[config.mk]
export PLATFORM = sky130hd
export DESIGN_NAME = swm_ctrl
export DESIGN_NICKNAME = d
export VERILOG_FILES = /design/src/sv/swm_pkg.sv /design/src/sv/swm_ctrl.sv
export SDC_FILE = /design/constraint.sdc
export NUM_CORES = 1
export LEC_CHECK = 0
export ABC_CLOCK_PERIOD_IN_PS = 1500
export BUFFER_PORTS_ARGS = -buffer_cell sky130_fd_sc_hd__buf_2
export CAP_MARGIN = 5
export CORE_AREA = 2 2 39 41
export CTS_CLUSTER_SIZE = 20
export DETAILED_ROUTE_END_ITERATION = 12
export DIE_AREA = 0 0 41 43
export HOLD_SLACK_MARGIN = 0.12
export SLEW_MARGIN = 20
export SYNTH_ARGS = -nofsm -noshare
export SYNTH_HDL_FRONTEND = slang
export SYNTH_SLANG_ARGS = --single-unit
[constraint.sdc]
create_clock -name clk -period 1.5 [get_ports clk]
set_input_delay 0.15 -clock clk [delete_from_list [all_inputs] [get_ports clk]]
set_output_delay 0.15 -clock clk [all_outputs]
set_load 0.02 [all_outputs]
[src/sv/swm_pkg.sv]
// Shared types for the sliding window minimum block: controller states, commands, status.
package swm_pkg;

  // Width of the window length register
  localparam int CfgWidth = 11;

  typedef enum logic [2:0] {
    ST_IDLE,
    ST_EXPIRE,
    ST_POP,
    ST_APPEND,
    ST_OUTPUT
  } swm_state_t;

  typedef struct packed {
    logic load_sample;
    logic drop_front;
    logic pop_back;
    logic append;
    logic load_out;
  } swm_cmd_t;

  typedef struct packed {
    logic expire_hit;
    logic pop_hit;
    logic out_free;
  } swm_stat_t;

endpackage

[src/sv/swm_ctrl.sv]
// Sequencer for one sample: accept, expire front, pop back, append, deliver result.
module swm_ctrl
  import swm_pkg::*;
(
  input  logic      clk,
  input  logic      rst_n,
  input  logic      in_valid,
  output logic      in_ready,
  input  swm_stat_t stat,
  output swm_cmd_t  cmd
);

  swm_state_t state_r;
  swm_state_t state_nxt;

  // Hold the state
  always_ff @(posedge clk) begin
    if (!rst_n) begin
      state_r <= ST_IDLE;
    end else begin
      state_r <= state_nxt;
    end
  end

  // Advance through the steps of one sample
  always_comb begin
    state_nxt = state_r;
    cmd       = '0;
    in_ready  = 1'b0;
    unique case (state_r)
      ST_IDLE: begin
        in_ready = 1'b1;
        if (in_valid) begin
          cmd.load_sample = 1'b1;
          state_nxt       = ST_EXPIRE;
        end
      end
      ST_EXPIRE: begin
        cmd.drop_front = stat.expire_hit;
        state_nxt      = ST_POP;
      end
      ST_POP: begin
        if (stat.pop_hit) begin
          cmd.pop_back = 1'b1;
        end else begin
          state_nxt = ST_APPEND;
        end
      end
      ST_APPEND: begin
        cmd.append = 1'b1;
        state_nxt  = ST_OUTPUT;
      end
      ST_OUTPUT: begin
        if (stat.out_free) begin
          cmd.load_out = 1'b1;
          state_nxt    = ST_IDLE;
        end
      end
      default: begin
        state_nxt = ST_IDLE;
      end
    endcase
  end

endmodule

==> results.sh, run 1 <==
export IMPL_p_sw_mw=0.112
export IMPL_reg2reg_to="state_r[2]"
export IMPL_crit_end="cmd[4]"
export IMPL_r2r_start="state_r[1]"
export IMPL_die_h_um=43
export IMPL_crit_arrival_ps=1160
export IMPL_largestRegisters="state_r x3"
export IMPL_die_area_um2=1760
export IMPL_grt_pass1_vias=177
export IMPL_finalHoldViolations=0
export IMPL_regMostFlops="state_r"
export IMPL_ys_seq_area_share_pct=30.8
export IMPL_grt_total_usage_pct=6.01
export IMPL_seq_power_share_pct=32.3
export IMPL_clk_pin_slew_ps=30
export IMPL_drt_initial_drc_count=2
export IMPL_rsz0062_at_grt="no"
export IMPL_dpl_cell_count=49
export IMPL_dp_slack_ps=427
export IMPL_drt_pass1_iterations=2
export IMPL_dpl_cell_area_um2=263
export IMPL_core_um2=1380
export IMPL_yosysUniqueCellTypes=15
export IMPL_h_tree_depth=1
export IMPL_routed_wl_um=443
export IMPL_clockPowerShare_pct=39.0
export IMPL_power_share_switching_pct=32.2
export IMPL_final_cell_area_um2=289
export IMPL_cts_tree="done"
export IMPL_postCtsSetupBuffers=0
export IMPL_clock_fmax_ghz=0.765
export IMPL_drive_above_1_share_pct=40.5
export IMPL_layoutNonFillerInstCount=53
export IMPL_synth_area_um2=195
export IMPL_drv_slew=0
export IMPL_fill_cells=164
export IMPL_min_period_over_period_pct=87.1
export IMPL_synth_cells=23
export IMPL_highest_layer="met3"
export IMPL_min_path_type="in2reg"
export IMPL_path_class="reg2out"
export IMPL_pin_count=12
export IMPL_fin_skew_ps=1.34
export IMPL_antenna_found_initial=0
export IMPL_syn2layout_area_growth_pct=48.1
export IMPL_root_buffer="clkbuf_4"
export IMPL_cts_buffers=3
export IMPL_whs_ps=193
export IMPL_rows=14
export IMPL_grt_start_max_net_pins=11
export IMPL_p_int_mw=0.236
export IMPL_powerDensity_nw_per_um2=1210
export IMPL_syn_avg_cell_area_um2=8.49
export IMPL_cp_max_fo=7
export IMPL_ant_nets=0
export IMPL_synth_seq_cells=3
export IMPL_grt_ovfl_total=0
export IMPL_hold_buffers=0
export IMPL_io_buffers=11
export IMPL_endpoint_kind="output pin"
export IMPL_status="complete, no violations"
export IMPL_clockBufferDepth=2
export IMPL_final_util_pct=20.9
export IMPL_cp_start_kind="flop"
export IMPL_clk_latency_ps=230
export IMPL_synth_warnings=0
export IMPL_tightest_slew_ps=324
export IMPL_gp_congestion=0.691
export IMPL_num_antenna_cells=0
export IMPL_drc=0
export IMPL_die_w_um=41
export IMPL_critPathLaunch="state_r[2]"
export IMPL_cts_sinks=3
export IMPL_power_mw=0.349
export IMPL_wl_met3_um=30
export IMPL_setup_tns_ps=0
export IMPL_num_vias=208
export IMPL_reg2reg_slack_ps=480
export IMPL_synth_top_cells_by_area="dfxtp_1 31%, nor2_1 7.7%, and3_1 6.4%"
export IMPL_seq_area_um2=60.1
export IMPL_wl_per_cell_um=8.36
export IMPL_setup_violations_final=0
export IMPL_initial_core_util_pct=14.1
export IMPL_finalNetCount=44
export IMPL_max_slew_margin_pct=78.4
export IMPL_ctsResizeCount=0
export IMPL_rr_worst_depth=2
export IMPL_yosys_area_top_type="dfxtp_1"
export IMPL_met2_length_um=208
export IMPL_synth_top_area_share_pct=30.8
export IMPL_cap_violations=0
export IMPL_syn_nets=29
export IMPL_wl_met1_um=204
export IMPL_multiInputGateArea_um2=120
export IMPL_power_leakage_nw=0.154
export IMPL_setup_ws_ps=194
export IMPL_cp_required_ps=1350
export IMPL_min_period_ps=1310
export IMPL_via_per_inst=3.92
export IMPL_ir_worst_vdd_mv=0.187
export IMPL_largest_reg_flops=3
export IMPL_grt_pass1_wl_um=676
export IMPL_comb_power_share_pct=28.7
[Yosys cell counts]
cell type,n
dfxtp_1,3
mux2i_1,1
nor3b_1,1
buf_4,1
and3b_1,1
o211a_1,1
and3_1,2
nor2_1,4
nor4bb_1,1
xnor2_1,1
inv_1,2
nand2_1,1
nor3b_2,1
nor3_1,2
o221a_1,1
[layout by cell type (no fill, tap or decap), drive strengths merged]
master	n
buf	11
nor2	4
clkbuf	4
dfxtp	3
inv	2
nor3	2
and3	2
nor3b	2
and3b	1
nand2	1
nor4bb	1
xnor2	1
mux2i	1
o211a	1
o221a	1
[cells by family after synthesis]
logic type                count (synthesis)  share of synthesized area [%]
muxes                                     1                           5.13
buffers and inverters                     3                           7.70
DFF                                       3                           30.8
and+or+nand+nor                          13                           41.0
AOI/OAI and AO/OA                         2                           10.9
xor gates and xnor gates                  1                           4.49
[final cells by class]
cell class / count / share of cell area, %
flip-flops and latches: 3 / 20.8
clock buffers: 4 / 9.09
well taps: 16 / 6.93
inverters: 2 / 2.60
multi-input cells: 17 / 41.6
repair buffers: 11 / 19.0
[critical path, stage by stage, from the launching register on]
cell and delay [ps]:
dfxtp_1 360, nor2_1 170, inv_1 90, nor3_1 130, buf_2 190
[worst min-delay path by stage]
stage           from         end  slack, ps  cells after the start
5_1_grt        rst_n  state_r[2]        190                      2
2_1_floorplan  rst_n  state_r[2]        290                      1
3_3_place_gp   rst_n  state_r[0]        430                      2
6_report       rst_n  state_r[2]        190                      2
4_1_cts        rst_n  state_r[2]        190                      2
3_5_place_dp   rst_n  state_r[2]        430                      2
[metal layers]
metal	up-vias	track usage (%)
li1	111	-
met5	-	0
met4	0	8.00
met1	91	6.71
met2	6	7.50
met3	0	1.57
[power by group through the flow]
stage	logic, mW	registers [mW]	clock network (mW)
final	0.0999	0.113	0.136
after global routing	0.110	0.116	0.151
after CTS	0.101	0.113	0.143
after detailed placement	0.101	0.114	0
after global placement	0.101	0.113	0
after floorplan	0.0839	0.102	0
No activity file was read; power rests on OpenSTA's default activity.
==> inputs of run 2 (changes only) <==
ABC_AREA = 1   (was not set)
==> results.sh, run 2 <==
export IMPL_status="complete, no violations"
export IMPL_rows=14
export IMPL_grt_start_max_net_pins=7
export IMPL_drv_slew=0
export IMPL_cap_violations=0
export IMPL_synth_edf_count=0
export IMPL_fin_skew_ps=0.117
export IMPL_hold_buffers=0
export IMPL_cts_tree="done"
export IMPL_ys_flop_type="dfxtp_1"
export IMPL_synth_warnings=0
export IMPL_cp_num_buf_inv=2
export IMPL_power_leakage_nw=0.164
export IMPL_clk_latency_ps=230
export IMPL_crit_path_top_delay_cell="dfxtp_1"
export IMPL_setup_violations_final=0
export IMPL_syn_avg_cell_area_um2=6.26
export IMPL_min_period_ps=1290
export IMPL_final_util_pct=20.0
export IMPL_rsz0062_at_grt="no"
export IMPL_postCtsSetupBuffers=0
export IMPL_synth_top_cells_by_area="dfxtp_1 34%, inv_1 17%, nand3_1 11%"
export IMPL_finalHoldViolations=0
export IMPL_path_class="reg2out"
export IMPL_tightest_slew_ps=242
export IMPL_die_h_um=43
export IMPL_min_period_over_period_pct=85.8
export IMPL_pin_count=12
export IMPL_r2r_start="state_r[2]"
export IMPL_hp_start="rst_n"
export IMPL_synth_area_um2=175
export IMPL_cts_buffers=3
export IMPL_setup_tns_ps=0
export IMPL_dpl_cell_count=55
export IMPL_wl_per_cell_um=7.08
export IMPL_hold_path_endpoint="state_r[0]"
export IMPL_grt_ovfl_total=0
export IMPL_hpwl_um=361
export IMPL_syn_nets=34
export IMPL_hold_path_cell_count=3
export IMPL_drt_initial_drc_count=2
export IMPL_cp_start_kind="flop"
export IMPL_layoutNonFillerInstCount=59
export IMPL_gp_congestion=0.605
export IMPL_largest_reg_flops=3
export IMPL_synth_seq_cells=3
export IMPL_ir_worst_vdd_mv=0.261
export IMPL_syn2layout_area_growth_pct=57.9
export IMPL_grt_pass1_vias=201
export IMPL_routed_wl_um=418
export IMPL_synth_top_area_share_pct=34.3
export IMPL_layout_common_cells="11 x buf_2, 8 x inv_1, 4 x nand3_1, 4 x nor2_1"
export IMPL_die_area_um2=1760
export IMPL_grt_pass1_wl_um=683
export IMPL_largestRegisters="state_r x3"
export IMPL_endpoint_kind="output pin"
export IMPL_path_delay_family="flip-flops"
export IMPL_synth_cells=28
export IMPL_drc=0
export IMPL_ctsResizeCount=0
export IMPL_reg2reg_to="state_r[0]"
export IMPL_h_tree_depth=1
export IMPL_num_antenna_cells=0
export IMPL_die_w_um=41
export IMPL_rr_worst_depth=4
export IMPL_min_path_type="in2reg"
export IMPL_async_flop_share_pct=0
export IMPL_cts_sinks=3
export IMPL_setup_ws_ps=213
export IMPL_final_common_cell="buf_2"
export IMPL_crit_arrival_ps=1140
export IMPL_slowest_delay_ps=370
export IMPL_initial_core_util_pct=12.7
export IMPL_max_slew_margin_pct=83.7
export IMPL_cp_required_ps=1350
export IMPL_yosys_area_top_type="dfxtp_1"
export IMPL_num_vias=216
export IMPL_clock_fmax_ghz=0.777
export IMPL_crit_chain="inv_1, nor4_1, buf_2"
export IMPL_regMostFlops="state_r"
export IMPL_core_um2=1380
export IMPL_yosysUniqueCellTypes=11
export IMPL_clockBufferDepth=2
export IMPL_power_mw=0.352
export IMPL_finalNetCount=50
export IMPL_io_buffers=11
export IMPL_dp_slack_ps=460
export IMPL_clk_pin_slew_ps=40
export IMPL_cp_max_fo=3
export IMPL_fill_cells=165
export IMPL_ant_nets=0
export IMPL_drive_above_1_share_pct=39.5
export IMPL_antenna_found_initial=0
export IMPL_yosysMostFrequentCell="inv_1"
export IMPL_grt_total_usage_pct=6.43
export IMPL_drt_pass1_iterations=2
export IMPL_synth_common_cells="8 x inv_1, 4 x nand3_1, 4 x nor2_1, 3 x dfxtp_1"
export IMPL_via_per_inst=3.66
export IMPL_root_buffer="clkbuf_4"
export IMPL_reg2reg_slack_ps=630
export IMPL_powerDensity_nw_per_um2=1270
export IMPL_ys_seq_area_share_pct=34.3
==> run 2: stage by stage <==
stage	hold slack, ps	cell area [um2]
2_1_floorplan	300	175
6_report	173	277
5_1_grt	220	277
4_1_cts	177	277
3_3_place_gp	406	250
3_5_place_dp	424	250
==> run 2: where the power goes <==
| group | internal (mW) | switching [mW] |
|---|---|---|
| logic | 0.0388 | 0.0669 |
| registers | 0.0908 | 0.0148 |
| clock network | 0.0996 | 0.0409 |
==> run 2: metal layers <==
layer	global-route usage [%]	share of wire, %	routed length (um)
met5	0	0	0
met4	8.00	0	0
met3	3.14	7.7	32
met2	10.0	54	226
met1	4.50	38	159
==> run 2: worst max-delay path by stage <==
stage / slack, ps / to / start / depth (start not counted)
after detailed placement: 460 / cmd[0] / state_r[2] / 3
after global routing: 110 / cmd[0] / state_r[2] / 3
after global placement: 480 / cmd[0] / state_r[2] / 3
after floorplan: 240 / cmd[0] / state_r[2] / 2
final: 210 / cmd[0] / state_r[2] / 3
after CTS: 200 / cmd[0] / state_r[2] / 3
==> run 2: layout make-up <==
class	count	area (um2)	share of cell area [%]
flip-flops and latches	3	60.1	21.7
inverters	9	33.8	12.2
repair buffers	11	55.1	19.9
clock buffers	4	26.3	9.50
multi-input cells	16	81.3	29.4
well taps	16	20.0	7.24
==> run 2: cells by family (layout without fill, tap and decap cells) <==
family / count (synthesis) / in the layout / synth area share (%)
AOI/OAI and AO/OA: 2 / 2 / 5.71
buffers and inverters: 9 / 24 / 19.3
DFF: 3 / 3 / 34.3
and+or+nand+nor: 14 / 14 / 40.7
==> run 2: worst reg2reg max path, stage by stage (launching register included) <==
cell and delay [ps]:
dfxtp_1 330, nor2_2 190, nand3_1 110, nand4_1 90, nor2_1 40
